$ cat config.mk
export PLATFORM = sky130hd
export DESIGN_NAME = pivot_rows_diagonal_dominance_flat
export DESIGN_NICKNAME = d
export VERILOG_FILES = /design/src/hw/rtl/prdd_pkg.sv /design/src/hw/rtl/prdd_if.sv /design/src/hw/rtl/pivot_rows_diagonal_dominance.sv /design/src/hw/rtl/prdd_ram.sv /design/src/hw/rtl/prdd_ctrl.sv /design/src/hw/rtl/prdd_dp.sv /design/src/flat_wrapper.sv
export SDC_FILE = /design/constraint.sdc
export NUM_CORES = 2
export LEC_CHECK = 0
export BUFFER_PORTS_ARGS = -buffer_cell sky130_fd_sc_hd__buf_4
export CAP_MARGIN = 25
export CELL_PAD_IN_SITES_DETAIL_PLACEMENT = 0
export CELL_PAD_IN_SITES_GLOBAL_PLACEMENT = 1
export CORE_UTILIZATION = 49
export CTS_CLUSTER_DIAMETER = 200
export DETAILED_ROUTE_END_ITERATION = 8
export PLACE_DENSITY = 0.79
export SYNTH_ARGS = -nofsm -noshare
export SYNTH_HDL_FRONTEND = slang
export SYNTH_SLANG_ARGS = --single-unit
$ cat constraint.sdc
create_clock -name clk -period 5.79 [get_ports clk]
set_input_delay 1.158 -clock clk [delete_from_list [all_inputs] [get_ports clk]]
set_output_delay 1.158 -clock clk [all_outputs]
set_load 0.01 [all_outputs]
$ cat src/hw/rtl/prdd_pkg.sv
// Package for the row pivoting / dominance block.
// Holds the controller state enum, mode codes, request/result payloads and
// command/status structs.
package prdd_pkg;

    localparam logic [1:0] MODE_LOAD_MATRIX = 2'd0;
    localparam logic [1:0] MODE_LOAD_RHS    = 2'd1;
    localparam logic [1:0] MODE_RUN         = 2'd2;

    // input request payload
    typedef struct packed {
        logic [1:0]         mode;
        logic [5:0]         row;
        logic [5:0]         col;
        logic signed [31:0] value;
    } req_t;

    // result payload
    typedef struct packed {
        logic [5:0]         position;
        logic [5:0]         source_row;
        logic signed [31:0] rhs_value;
        logic               dominant;
        logic               last;
    } res_t;

    typedef enum logic [3:0] {
        ST_IDLE,
        ST_PIV_RD,
        ST_PIV_CMP,
        ST_PIV_SWAP,
        ST_DOM_RD,
        ST_DOM_ACC,
        ST_DOM_CHK,
        ST_OUT_RD,
        ST_OUT_WAIT,
        ST_OUT_SEND
    } state_t;

    // controller -> datapath
    typedef struct packed {
        logic load_mat;     // write matrix entry from input request
        logic load_rhs;     // write rhs entry from input request
        logic init_col;     // start pivot scan of column i
        logic piv_rd;       // issue read of (k, i)
        logic piv_cmp;      // compare returned magnitude
        logic piv_swap;     // swap row_map[i] and row_map[piv]
        logic dom_init;     // start dominance, set flag
        logic dom_acc;      // accumulate returned magnitude
        logic dom_chk;      // compare diagonal with sum
        logic out_cap;      // capture output payload
        logic inc_i;
        logic inc_k;
        logic clr_k;
    } prdd_cmd_t;

    // datapath -> controller
    typedef struct packed {
        logic k_last;       // k == n-1
        logic i_last;       // i == n-1
    } prdd_sts_t;

endpackage

$ cat src/hw/rtl/prdd_if.sv
// Valid/ready channel interface carrying a generic payload type.
// Depends on nothing.
interface prdd_if #(
    parameter type payload_t = logic
);
    logic     valid;
    logic     ready;
    payload_t data;

    modport source (output valid, output data, input ready);
    modport sink (input valid, input data, output ready);
endinterface

$ cat src/hw/rtl/pivot_rows_diagonal_dominance.sv
// Top level of the row pivoting and strict diagonal dominance block.
// Depends on prdd_pkg, prdd_if, prdd_ctrl, prdd_dp, prdd_ram.
//
// Load requests (mode 0 matrix entry, mode 1 vector entry) are taken one per
// cycle while the block is idle and write through the row map into the
// matrix and vector RAMs. A run request (mode 2) walks the matrix: pivot
// search reads each column from the diagonal down, n(n+1)/2 entries in all,
// and swaps the row map once per column; the dominance pass reads all n*n
// entries plus one check per row; then n results leave, held by any output
// stall. The matrix RAM has one read port; no request is taken during a run.
module pivot_rows_diagonal_dominance #(
    parameter int MAX_N      = 8,
    parameter int VALUE_BITS = 32
) (
    input  logic       clk,
    input  logic       rst_n,
    input  logic       cfg_we,
    input  logic [6:0] cfg_wdata,
    prdd_if.sink       in_ch,
    prdd_if.source     out_ch
);
    prdd_pkg::prdd_cmd_t cmd;
    prdd_pkg::prdd_sts_t sts;
    logic [6:0] size_reg;
    logic       ok_mat, ok_rhs, in_ok;

    // matrix_size register
    always_ff @(posedge clk or negedge rst_n)
    begin
        if (!rst_n)
        begin
            size_reg <= 7'd8;
        end
        else if (cfg_we)
        begin
            size_reg <= cfg_wdata;
        end
    end

    // bad indexes and mode 3 are simply consumed
    always_comb
    begin
        unique case (in_ch.data.mode)
            prdd_pkg::MODE_LOAD_MATRIX: in_ok = ok_mat;
            prdd_pkg::MODE_LOAD_RHS:    in_ok = ok_rhs;
            prdd_pkg::MODE_RUN:         in_ok = 1'b1;
            default:                    in_ok = 1'b0;
        endcase
    end

    prdd_ctrl u_ctrl (
        .clk      (clk),
        .rst_n    (rst_n),
        .in_valid (in_ch.valid),
        .in_mode  (in_ch.data.mode),
        .in_ok    (in_ok),
        .in_ready (in_ch.ready),
        .out_ready(out_ch.ready),
        .out_valid(out_ch.valid),
        .sts      (sts),
        .cmd      (cmd)
    );

    prdd_dp #(.MAX_N(MAX_N), .VALUE_BITS(VALUE_BITS)) u_dp (
        .clk         (clk),
        .rst_n       (rst_n),
        .cmd         (cmd),
        .sts         (sts),
        .size_reg    (size_reg),
        .in_row      (in_ch.data.row),
        .in_col      (in_ch.data.col),
        .in_value    (in_ch.data.value),
        .in_ok_mat   (ok_mat),
        .in_ok_rhs   (ok_rhs),
        .o_position  (out_ch.data.position),
        .o_source_row(out_ch.data.source_row),
        .o_rhs_value (out_ch.data.rhs_value),
        .o_dominant  (out_ch.data.dominant),
        .o_last      (out_ch.data.last)
    );

`ifndef SYNTHESIS
    // output is never valid while the input is ready to take a request
    a_excl: assert property (@(posedge clk) disable iff (!rst_n)
        !(in_ch.ready && out_ch.valid))
        else $error("input taken while result pending");
    // a result on the final row returns the block to accepting requests
    a_last: assert property (@(posedge clk) disable iff (!rst_n)
        (out_ch.valid && out_ch.ready && out_ch.data.last) |=> in_ch.ready)
        else $error("block did not return to idle after last result");
`endif
endmodule

$ cat src/hw/rtl/prdd_ram.sv
// Generic single write / single read RAM with registered read data.
// Depends on nothing.
module prdd_ram #(
    parameter int WIDTH = 32,
    parameter int DEPTH = 64
) (
    input  logic                     clk,
    input  logic                     we,
    input  logic [$clog2(DEPTH)-1:0] waddr,
    input  logic [WIDTH-1:0]         wdata,
    input  logic [$clog2(DEPTH)-1:0] raddr,
    output logic [WIDTH-1:0]         rdata
);
    logic [WIDTH-1:0] mem [DEPTH];

    always_ff @(posedge clk)
    begin
        if (we)
        begin
            mem[waddr] <= wdata;
        end
        rdata <= mem[raddr];
    end
endmodule

$ cat src/hw/rtl/prdd_ctrl.sv
// Controller state machine for pivoting, dominance check and result output.
// Depends on prdd_pkg.
module prdd_ctrl (
    input  logic               clk,
    input  logic               rst_n,
    input  logic               in_valid,
    input  logic [1:0]         in_mode,
    input  logic               in_ok,
    output logic               in_ready,
    input  logic               out_ready,
    output logic               out_valid,
    input  prdd_pkg::prdd_sts_t sts,
    output prdd_pkg::prdd_cmd_t cmd
);
    prdd_pkg::state_t state_reg, state_next;

    always_ff @(posedge clk or negedge rst_n)
    begin
        if (!rst_n)
        begin
            state_reg <= prdd_pkg::ST_IDLE;
        end
        else
        begin
            state_reg <= state_next;
        end
    end

    always_comb
    begin
        state_next = state_reg;
        cmd        = '0;
        in_ready   = 1'b0;
        out_valid  = 1'b0;
        unique case (state_reg)
            prdd_pkg::ST_IDLE:
            begin
                in_ready = 1'b1;
                if (in_valid && in_ok)
                begin
                    if (in_mode == prdd_pkg::MODE_LOAD_MATRIX)
                    begin
                        cmd.load_mat = 1'b1;
                    end
                    else if (in_mode == prdd_pkg::MODE_LOAD_RHS)
                    begin
                        cmd.load_rhs = 1'b1;
                    end
                    else if (in_mode == prdd_pkg::MODE_RUN)
                    begin
                        cmd.init_col = 1'b1;
                        state_next   = prdd_pkg::ST_PIV_RD;
                    end
                end
            end
            prdd_pkg::ST_PIV_RD:
            begin
                cmd.piv_rd = 1'b1;
                state_next = prdd_pkg::ST_PIV_CMP;
            end
            prdd_pkg::ST_PIV_CMP:
            begin
                cmd.piv_cmp = 1'b1;
                if (sts.k_last)
                begin
                    state_next = prdd_pkg::ST_PIV_SWAP;
                end
                else
                begin
                    cmd.inc_k  = 1'b1;
                    state_next = prdd_pkg::ST_PIV_RD;
                end
            end
            prdd_pkg::ST_PIV_SWAP:
            begin
                cmd.piv_swap = 1'b1;
                if (sts.i_last)
                begin
                    cmd.dom_init = 1'b1;
                    state_next   = prdd_pkg::ST_DOM_RD;
                end
                else
                begin
                    cmd.inc_i    = 1'b1;
                    cmd.init_col = 1'b1;
                    state_next   = prdd_pkg::ST_PIV_RD;
                end
            end
            prdd_pkg::ST_DOM_RD:
            begin
                // read address (i, k) is applied by the datapath
                state_next = prdd_pkg::ST_DOM_ACC;
            end
            prdd_pkg::ST_DOM_ACC:
            begin
                cmd.dom_acc = 1'b1;
                if (sts.k_last)
                begin
                    state_next = prdd_pkg::ST_DOM_CHK;
                end
                else
                begin
                    cmd.inc_k  = 1'b1;
                    state_next = prdd_pkg::ST_DOM_RD;
                end
            end
            prdd_pkg::ST_DOM_CHK:
            begin
                cmd.dom_chk = 1'b1;
                cmd.clr_k   = 1'b1;
                if (sts.i_last)
                begin
                    cmd.dom_init = 1'b0;
                    state_next   = prdd_pkg::ST_OUT_RD;
                end
                else
                begin
                    cmd.inc_i  = 1'b1;
                    state_next = prdd_pkg::ST_DOM_RD;
                end
            end
            prdd_pkg::ST_OUT_RD:
            begin
                // rhs read address follows row_map[i]
                state_next = prdd_pkg::ST_OUT_WAIT;
            end
            prdd_pkg::ST_OUT_WAIT:
            begin
                cmd.out_cap = 1'b1;
                state_next  = prdd_pkg::ST_OUT_SEND;
            end
            prdd_pkg::ST_OUT_SEND:
            begin
                out_valid = 1'b1;
                if (out_ready)
                begin
                    if (sts.i_last)
                    begin
                        state_next = prdd_pkg::ST_IDLE;
                    end
                    else
                    begin
                        cmd.inc_i  = 1'b1;
                        state_next = prdd_pkg::ST_OUT_RD;
                    end
                end
            end
            default:
            begin
                state_next = prdd_pkg::ST_IDLE;
            end
        endcase
    end
endmodule

$ cat src/hw/rtl/prdd_dp.sv
// Datapath: matrix and rhs memories, row map, pivot search and dominance sums.
// Depends on prdd_pkg and prdd_ram.
module prdd_dp #(
    parameter int MAX_N      = 8,
    parameter int VALUE_BITS = 32
) (
    input  logic                     clk,
    input  logic                     rst_n,
    input  prdd_pkg::prdd_cmd_t      cmd,
    output prdd_pkg::prdd_sts_t      sts,
    input  logic [6:0]               size_reg,
    input  logic [5:0]               in_row,
    input  logic [5:0]               in_col,
    input  logic signed [31:0]       in_value,
    output logic                     in_ok_mat,
    output logic                     in_ok_rhs,
    output logic [5:0]               o_position,
    output logic [5:0]               o_source_row,
    output logic signed [31:0]       o_rhs_value,
    output logic                     o_dominant,
    output logic                     o_last
);
    localparam int IW = (MAX_N > 1) ? $clog2(MAX_N) : 1;
    localparam int AW = $clog2(MAX_N * MAX_N);
    localparam int VB = VALUE_BITS;
    localparam logic [VB-1:0] VMAX = {1'b0, {(VB-1){1'b1}}};
    localparam logic [VB:0]   VMAXX = {2'b00, {(VB-1){1'b1}}};

    // effective size, clamped
    logic [IW-1:0] nm1;
    always_comb
    begin
        if (size_reg == 7'd0)
        begin
            nm1 = '0;
        end
        else if (size_reg >= 7'(MAX_N))
        begin
            nm1 = IW'(MAX_N - 1);
        end
        else
        begin
            nm1 = IW'(size_reg - 7'd1);
        end
    end

    assign in_ok_mat = ({1'b0, in_row} < 7'(MAX_N)) && ({1'b0, in_col} < 7'(MAX_N));
    assign in_ok_rhs = ({1'b0, in_row} < 7'(MAX_N));

    // saturate load value into VB bits
    logic [VB-1:0] ld_val;
    always_comb
    begin
        if (VB >= 32)
        begin
            ld_val = VB'($signed(in_value));
        end
        else if ($signed(in_value) > $signed(64'(VMAX)))
        begin
            ld_val = VMAX;
        end
        else if ($signed(in_value) < -$signed(64'(VMAX)) - 64'sd1)
        begin
            ld_val = ~VMAX;
        end
        else
        begin
            ld_val = VB'($signed(in_value));
        end
    end

    logic [IW-1:0] map_reg [MAX_N];
    logic [IW-1:0] i_reg, k_reg, piv_reg;
    logic [VB-1:0] best_reg, sum_reg, diag_reg;
    logic          dom_reg;

    // memories
    logic          mat_we;
    logic [AW-1:0] mat_waddr, mat_raddr;
    logic [VB-1:0] mat_rdata, rhs_rdata;
    logic [IW-1:0] row_sel, col_sel;

    assign mat_we    = cmd.load_mat;
    assign mat_waddr = AW'(map_reg[in_row[IW-1:0]]) * AW'(MAX_N) + AW'(in_col[IW-1:0]);
    assign row_sel   = cmd.piv_rd ? k_reg : i_reg;
    assign col_sel   = cmd.piv_rd ? i_reg : k_reg;
    assign mat_raddr = AW'(map_reg[row_sel]) * AW'(MAX_N) + AW'(col_sel);

    prdd_ram #(.WIDTH(VB), .DEPTH(MAX_N * MAX_N)) u_mat (
        .clk  (clk),
        .we   (mat_we),
        .waddr(mat_waddr),
        .wdata(ld_val),
        .raddr(mat_raddr),
        .rdata(mat_rdata)
    );

    prdd_ram #(.WIDTH(VB), .DEPTH(MAX_N)) u_rhs (
        .clk  (clk),
        .we   (cmd.load_rhs),
        .waddr(map_reg[in_row[IW-1:0]]),
        .wdata(ld_val),
        .raddr(map_reg[i_reg]),
        .rdata(rhs_rdata)
    );

    // saturated magnitude of read data
    logic [VB-1:0] mag;
    always_comb
    begin
        if (mat_rdata[VB-1])
        begin
            mag = (mat_rdata == ~VMAX) ? VMAX : VB'(-mat_rdata);
        end
        else
        begin
            mag = mat_rdata;
        end
    end

    logic [VB:0] sum_add;
    assign sum_add = {1'b0, sum_reg} + {1'b0, mag};

    assign sts.k_last = (k_reg == nm1);
    assign sts.i_last = (i_reg == nm1);

    always_ff @(posedge clk or negedge rst_n)
    begin
        if (!rst_n)
        begin
            for (int r = 0; r < MAX_N; r++)
            begin
                map_reg[r] <= IW'(r);
            end
            i_reg   <= '0;
            k_reg   <= '0;
            piv_reg <= '0;
            dom_reg <= 1'b1;
        end
        else
        begin
            if (cmd.init_col)
            begin
                // k starts at i (diagonal), ties favor later rows via >=
                k_reg   <= cmd.inc_i ? i_reg + IW'(1) : (cmd.piv_swap ? i_reg : '0);
                piv_reg <= cmd.inc_i ? i_reg + IW'(1) : '0;
                if (!cmd.inc_i)
                begin
                    i_reg <= '0;
                end
            end
            if (cmd.piv_swap)
            begin
                map_reg[i_reg]   <= map_reg[piv_reg];
                map_reg[piv_reg] <= map_reg[i_reg];
            end
            if (cmd.inc_i)
            begin
                i_reg <= i_reg + IW'(1);
            end
            if (cmd.inc_k)
            begin
                k_reg <= k_reg + IW'(1);
            end
            if (cmd.clr_k || cmd.dom_init)
            begin
                k_reg <= '0;
            end
            if (cmd.dom_init)
            begin
                i_reg   <= '0;
                dom_reg <= 1'b1;
            end
            if (cmd.dom_chk && !(diag_reg > sum_reg))
            begin
                dom_reg <= 1'b0;
            end
            if (cmd.piv_cmp && (k_reg == i_reg || mag >= best_reg))
            begin
                piv_reg <= k_reg;
            end
            if (cmd.dom_chk && cmd.clr_k && sts.i_last)
            begin
                i_reg <= '0;
            end
        end
    end

    always_ff @(posedge clk)
    begin
        if (cmd.piv_cmp && (k_reg == i_reg || mag >= best_reg))
        begin
            best_reg <= mag;
        end
        if (cmd.dom_init || cmd.dom_chk)
        begin
            sum_reg <= '0;
        end
        else if (cmd.dom_acc)
        begin
            if (k_reg == i_reg)
            begin
                diag_reg <= mag;
            end
            else
            begin
                sum_reg <= (sum_add > VMAXX) ? VMAX : sum_add[VB-1:0];
            end
        end
        if (cmd.out_cap)
        begin
            o_position   <= 6'(i_reg);
            o_source_row <= 6'(map_reg[i_reg]);
            o_rhs_value  <= 32'($signed(rhs_rdata));
            o_dominant   <= dom_reg;
            o_last       <= (i_reg == nm1);
        end
    end
endmodule

$ cat src/flat_wrapper.sv
// flat-port wrapper written by rule: the top's interface ports become plain ports
module pivot_rows_diagonal_dominance_flat 
#(
    parameter int MAX_N      = 8,
    parameter int VALUE_BITS = 32
)
  (clk, rst_n, cfg_we, cfg_wdata, in_ch_valid, in_ch_data, in_ch_ready, out_ch_valid, out_ch_data, out_ch_ready);
  prdd_if #(.payload_t(prdd_pkg::req_t)) in_ch_i ();
  prdd_if #(.payload_t(prdd_pkg::res_t)) out_ch_i ();
  input  logic clk;
  input  logic rst_n;
  input  logic cfg_we;
  input  logic [6:0] cfg_wdata;
  input wire logic [$bits(in_ch_i.valid)-1:0] in_ch_valid;
  input wire logic [$bits(in_ch_i.data)-1:0] in_ch_data;
  output wire logic [$bits(in_ch_i.ready)-1:0] in_ch_ready;
  output wire logic [$bits(out_ch_i.valid)-1:0] out_ch_valid;
  output wire logic [$bits(out_ch_i.data)-1:0] out_ch_data;
  input wire logic [$bits(out_ch_i.ready)-1:0] out_ch_ready;
  assign in_ch_i.valid = in_ch_valid;
  assign in_ch_i.data = in_ch_data;
  assign in_ch_ready = in_ch_i.ready;
  assign out_ch_valid = out_ch_i.valid;
  assign out_ch_data = out_ch_i.data;
  assign out_ch_i.ready = out_ch_ready;
  pivot_rows_diagonal_dominance #(.MAX_N(MAX_N), .VALUE_BITS(VALUE_BITS)) u_core (.clk(clk), .rst_n(rst_n), .cfg_we(cfg_we), .cfg_wdata(cfg_wdata), .in_ch(in_ch_i), .out_ch(out_ch_i));
endmodule
==> metrics.sh <==
RESULT_OF_THE_RUN='finished, final reports clean'
LARGESTREGISTERS='u_core.u_dp.u_mat.mem x2048, u_core.u_dp.u_rhs.mem x256'
CLOCK_TREE.ROOT_CELL='sky130_fd_sc_hd__clkbuf_16'
TOTAL_POWER_mW=58.83
POSTROUTEWIRELENGTH_UM=268800
SYNTHESIS.INSTANCES=6509
YOSYSTOPAREACELLSHARE=0.7113
POST-ROUTE-MIN-PERIOD_NS=5.520
GRT_START_MAX_NET_PINS=123
CORE-AREA_UM2=205400
PLACEMENTROWS=166
ANT_NETS=0
FLOORPLAN.DIE.WIDTH_UM=457.5
CTS-BUFFERS-INSERTED=277
POSTSYNTH.TOPFLOPCELL='sky130_fd_sc_hd__edfxtp_1'
PLACED_AREA_UM2=107000
PORT-BUFFER-COUNT=99
FINISH.INSTANCE_AREA_UM2=115600
FINAL.SETUP.TNS_NS=0
CTS_STAGE_HOLD_BUFFER_COUNT=0
FINALCLOCKSKEW_NS=0.05713
YOSYS_WARNINGS=0
VIA_COUNT=59560
FLOW.AREA_GROWTH_FROM_SYNTHESIS_PCT=13.74
DRT-VIAS-PER-INSTANCE=6.194
DR.PASS1.ITERS=8
SYNTH_SEQUENTIAL_AREA_RATIO=0.7415
NUMBER_OF_ENABLE_TYPE_REGISTER_CELLS_IN_THE_SYNTHESIZED_NETLIST=2408
START_KIND='register'
POST-DP-HPWL_UM=151000
NUMBER_OF_REGISTER_BITS_INFERRED_BY_SYNTHESIS=2549
PLACE.GP.CONGESTION=0.8872
TRACK_USAGE=0.2550
ANTENNA_FOUND_INITIAL=8
FP.DIEH_UM=457.5
GRT_SETUP_UNREPAIRED='no'
CTS_TREE='yes'
POST-SYNTH-TOP-COUNT-CELL='sky130_fd_sc_hd__edfxtp_1'
CLOCK.FMAX_GHz=0.1812
POWER.DENSITY_nW_PER_UM2=508.8
MIN_PATH_TYPE='input port to async pin'
TOP_REGISTER='u_core.u_dp.u_mat.mem'
SYNTHTOPCELLSBYCOUNT='2408 x sky130_fd_sc_hd__edfxtp_1, 1257 x sky130_fd_sc_hd__nand2_1, 434 x sky130_fd_sc_hd__nand3_1'
FINAL-SETUP-VIOL-COUNT=0
MAX_CAP_VIOL_COUNT=0
PERIOD_SHARE=0.9534
CTS_MAX_PATH_BUFFERS=4
FINISH.UTILIZATION=0.5629
SYNTH_AREA_UM2=101700
GRT_PASS1_WL_UM=392200
CTS.REPAIR_TIMING.SETUP_BUFFER_COUNT=0
YOSYS.CELL_TYPES.COUNT=82
CLK-INSERTION-DELAY-LATE_NS=0.91
FINISH.NET_COUNT=6883
DRT-WIRELENGTH-PER-CELL_UM=27.96
REQUIRED_NS=6.43
DRCVIOLATIONCOUNT=0
WORST_VOLTAGE_DROP_ACROSS_THE_VDD_GRID_mV=0.4038
INITIAL_UTILIZATION=0.4949
SYNTH_TOP_CELL_BY_AREA='sky130_fd_sc_hd__edfxtp_1'
LEAKAGE_nW=39.01
FIRST_ITER_VIOLATIONS=7247
ASYNC_RESET_FF_FRAC=0.01765
NETLIST_TOP_CELLS_AREA='sky130_fd_sc_hd__edfxtp_1 71%, sky130_fd_sc_hd__mux4_2 5.8%, sky130_fd_sc_hd__nand2_1 4.6%, sky130_fd_sc_hd__nand3_1 2.1%, sky130_fd_sc_hd__dfxtp_1 1.9%'
SYN_AREA_PER_CELL_UM2=15.62
CRIT_FANOUT=22
WORST_PIN_SLEW_NS=1.078
HOLD_VIOL=0
FIRST_GLOBAL_VIAS=58392
WORST-SETUP-PATH-TYPE='register to register'
OVERFLOW=0
TIMING.SLEW.HEADROOM=0.2795
WORSTPATHARRIVAL_NS=6.16
DRV_SLEW=0
CP-END-KIND='register'
LARGEST_REGISTER_FF_COUNT=2048
CLOCK-SINKS=2549
POST_CTS_CLOCK_SLEW_AT_THE_LAUNCH_AND_CAPTURE_REGISTERS_OF_THE_WORST_SETUP_AND_HOLD_PATHS_NS=0.06
LAYOUT-DRIVE-GT1-SHARE=0.1626
CTS_MAX_LEVEL=5
DIE-AREA_UM2=209300
IO-PIN-COUNT=106
path summary, 6_finish.rpt:
check	startpoint	end	slack [ns]	cells after the start
worst max-delay path	u_core.u_dp.u_mat.rdata[16]	u_core.u_dp.best_reg[19]	0.27	17
min in group clk	u_core.u_dp.u_rhs.rdata[23]	u_core.u_dp.o_rhs_value[23]	0.40	0
worst min register to register	u_core.u_dp.u_rhs.rdata[23]	u_core.u_dp.o_rhs_value[23]	0.40	0
max in group asynchronous	rst_n	u_core.u_dp.k_reg[1]	5.08	1
worst max register to register	u_core.u_dp.u_mat.rdata[16]	u_core.u_dp.best_reg[19]	0.27	17
worst min-delay path	rst_n	u_core.u_dp.map_reg[7]	0.28	1
through the flow:
stage	setup WS [ns]	instances	hold WS, ns
2_1_floorplan	0.2194	6514	0.3855
3_5_place_dp	-0.03929	9128	0.3887
6_report	0.2699	9616	0.2765
5_1_grt	0.002133	9608	0.2911
4_1_cts	0.03691	9601	0.2512
3_3_place_gp	0.04680	9127	0.3884
where the power goes:
| part | switching [mW] | total [mW] | leakage [nW] | internal (mW) |
|---|---|---|---|---|
| clock network | 6.89 | 16.6 | 4.12 | 9.73 |
| logic | 13.4 | 20.7 | 11.9 | 7.29 |
| registers | 0.552 | 21.5 | 23.0 | 20.9 |
| total | 20.9 | 58.8 | 39.0 | 38.0 |
worst max-delay path, cell delays in order (launching register included):
cell and delay [ns]:
sky130_fd_sc_hd__dfxtp_1 0.32, sky130_fd_sc_hd__or3_4 0.41, sky130_fd_sc_hd__or4_4 0.53, sky130_fd_sc_hd__or4_4 0.44, sky130_fd_sc_hd__or3_4 0.37, sky130_fd_sc_hd__nor3_1 0.18
sky130_fd_sc_hd__nand2_2 0.20, sky130_fd_sc_hd__buf_8 0.24, sky130_fd_sc_hd__nand2_1 0.14, sky130_fd_sc_hd__buf_4 0.15, sky130_fd_sc_hd__ha_1 0.25, sky130_fd_sc_hd__a2111oi_0 0.49
sky130_fd_sc_hd__o21ai_0 0.18, sky130_fd_sc_hd__o2111ai_1 0.16, sky130_fd_sc_hd__o211ai_1 0.13, sky130_fd_sc_hd__a21oi_1 0.41, sky130_fd_sc_hd__o21ai_4 0.33, sky130_fd_sc_hd__buf_4 0.31
final cells by class:
class	instances	area [um2]
flip-flops and latches	2549	75370
multi-input cells	3486	25050
repair buffers	316	3043
fillers	15511	89790
diodes	11	27.53
clock buffers	352	7496
inverters	93	350.3
well taps	2688	3363
clock inverters	121	924.6
cell usage in the layout, fill, tap and decap left out, types with 74 or more instances in the layout:
cell,instances
sky130_fd_sc_hd__a22oi_1,74
sky130_fd_sc_hd__a32oi_1,130
sky130_fd_sc_hd__buf_4,265
sky130_fd_sc_hd__clkbuf_16,287
sky130_fd_sc_hd__dfxtp_1,96
sky130_fd_sc_hd__edfxtp_1,2408
sky130_fd_sc_hd__ha_1,99
sky130_fd_sc_hd__inv_1,91
sky130_fd_sc_hd__mux2i_1,150
sky130_fd_sc_hd__mux4_2,264
sky130_fd_sc_hd__nand2_1,1256
sky130_fd_sc_hd__nand3_1,434
sky130_fd_sc_hd__nor2_4,77
sky130_fd_sc_hd__o2111ai_1,97
sky130_fd_sc_hd__o21ai_0,262
per-layer routing:
layer | track usage | part of all wire
met5 | 0 | 0.000048
met4 | 0.1079 | 0.043
met3 | 0.04794 | 0.088
met2 | 0.4019 | 0.47
met1 | 0.3491 | 0.40
cells by family after synthesis:
group | share of synthesized area
AO/OA/AOI/OAI | 0.06251
AND/OR/NAND/NOR | 0.08232
buffers and inverters | 0.02004
multiplexers | 0.07583
flip-flops | 0.7415
other | 0.00003689
XOR/XNOR | 0.005169
adder cells (fa/ha/maj) | 0.01263
repair_timing:
action | 4_1_cts | 5_1_grt
pin swaps | 0 | 1
endpoints found under the hold margin | 0 | 0
endpoints found under the setup margin | 22 | 44
gates resized for setup | 3 | 12
(Power assumes the default switching activity.)
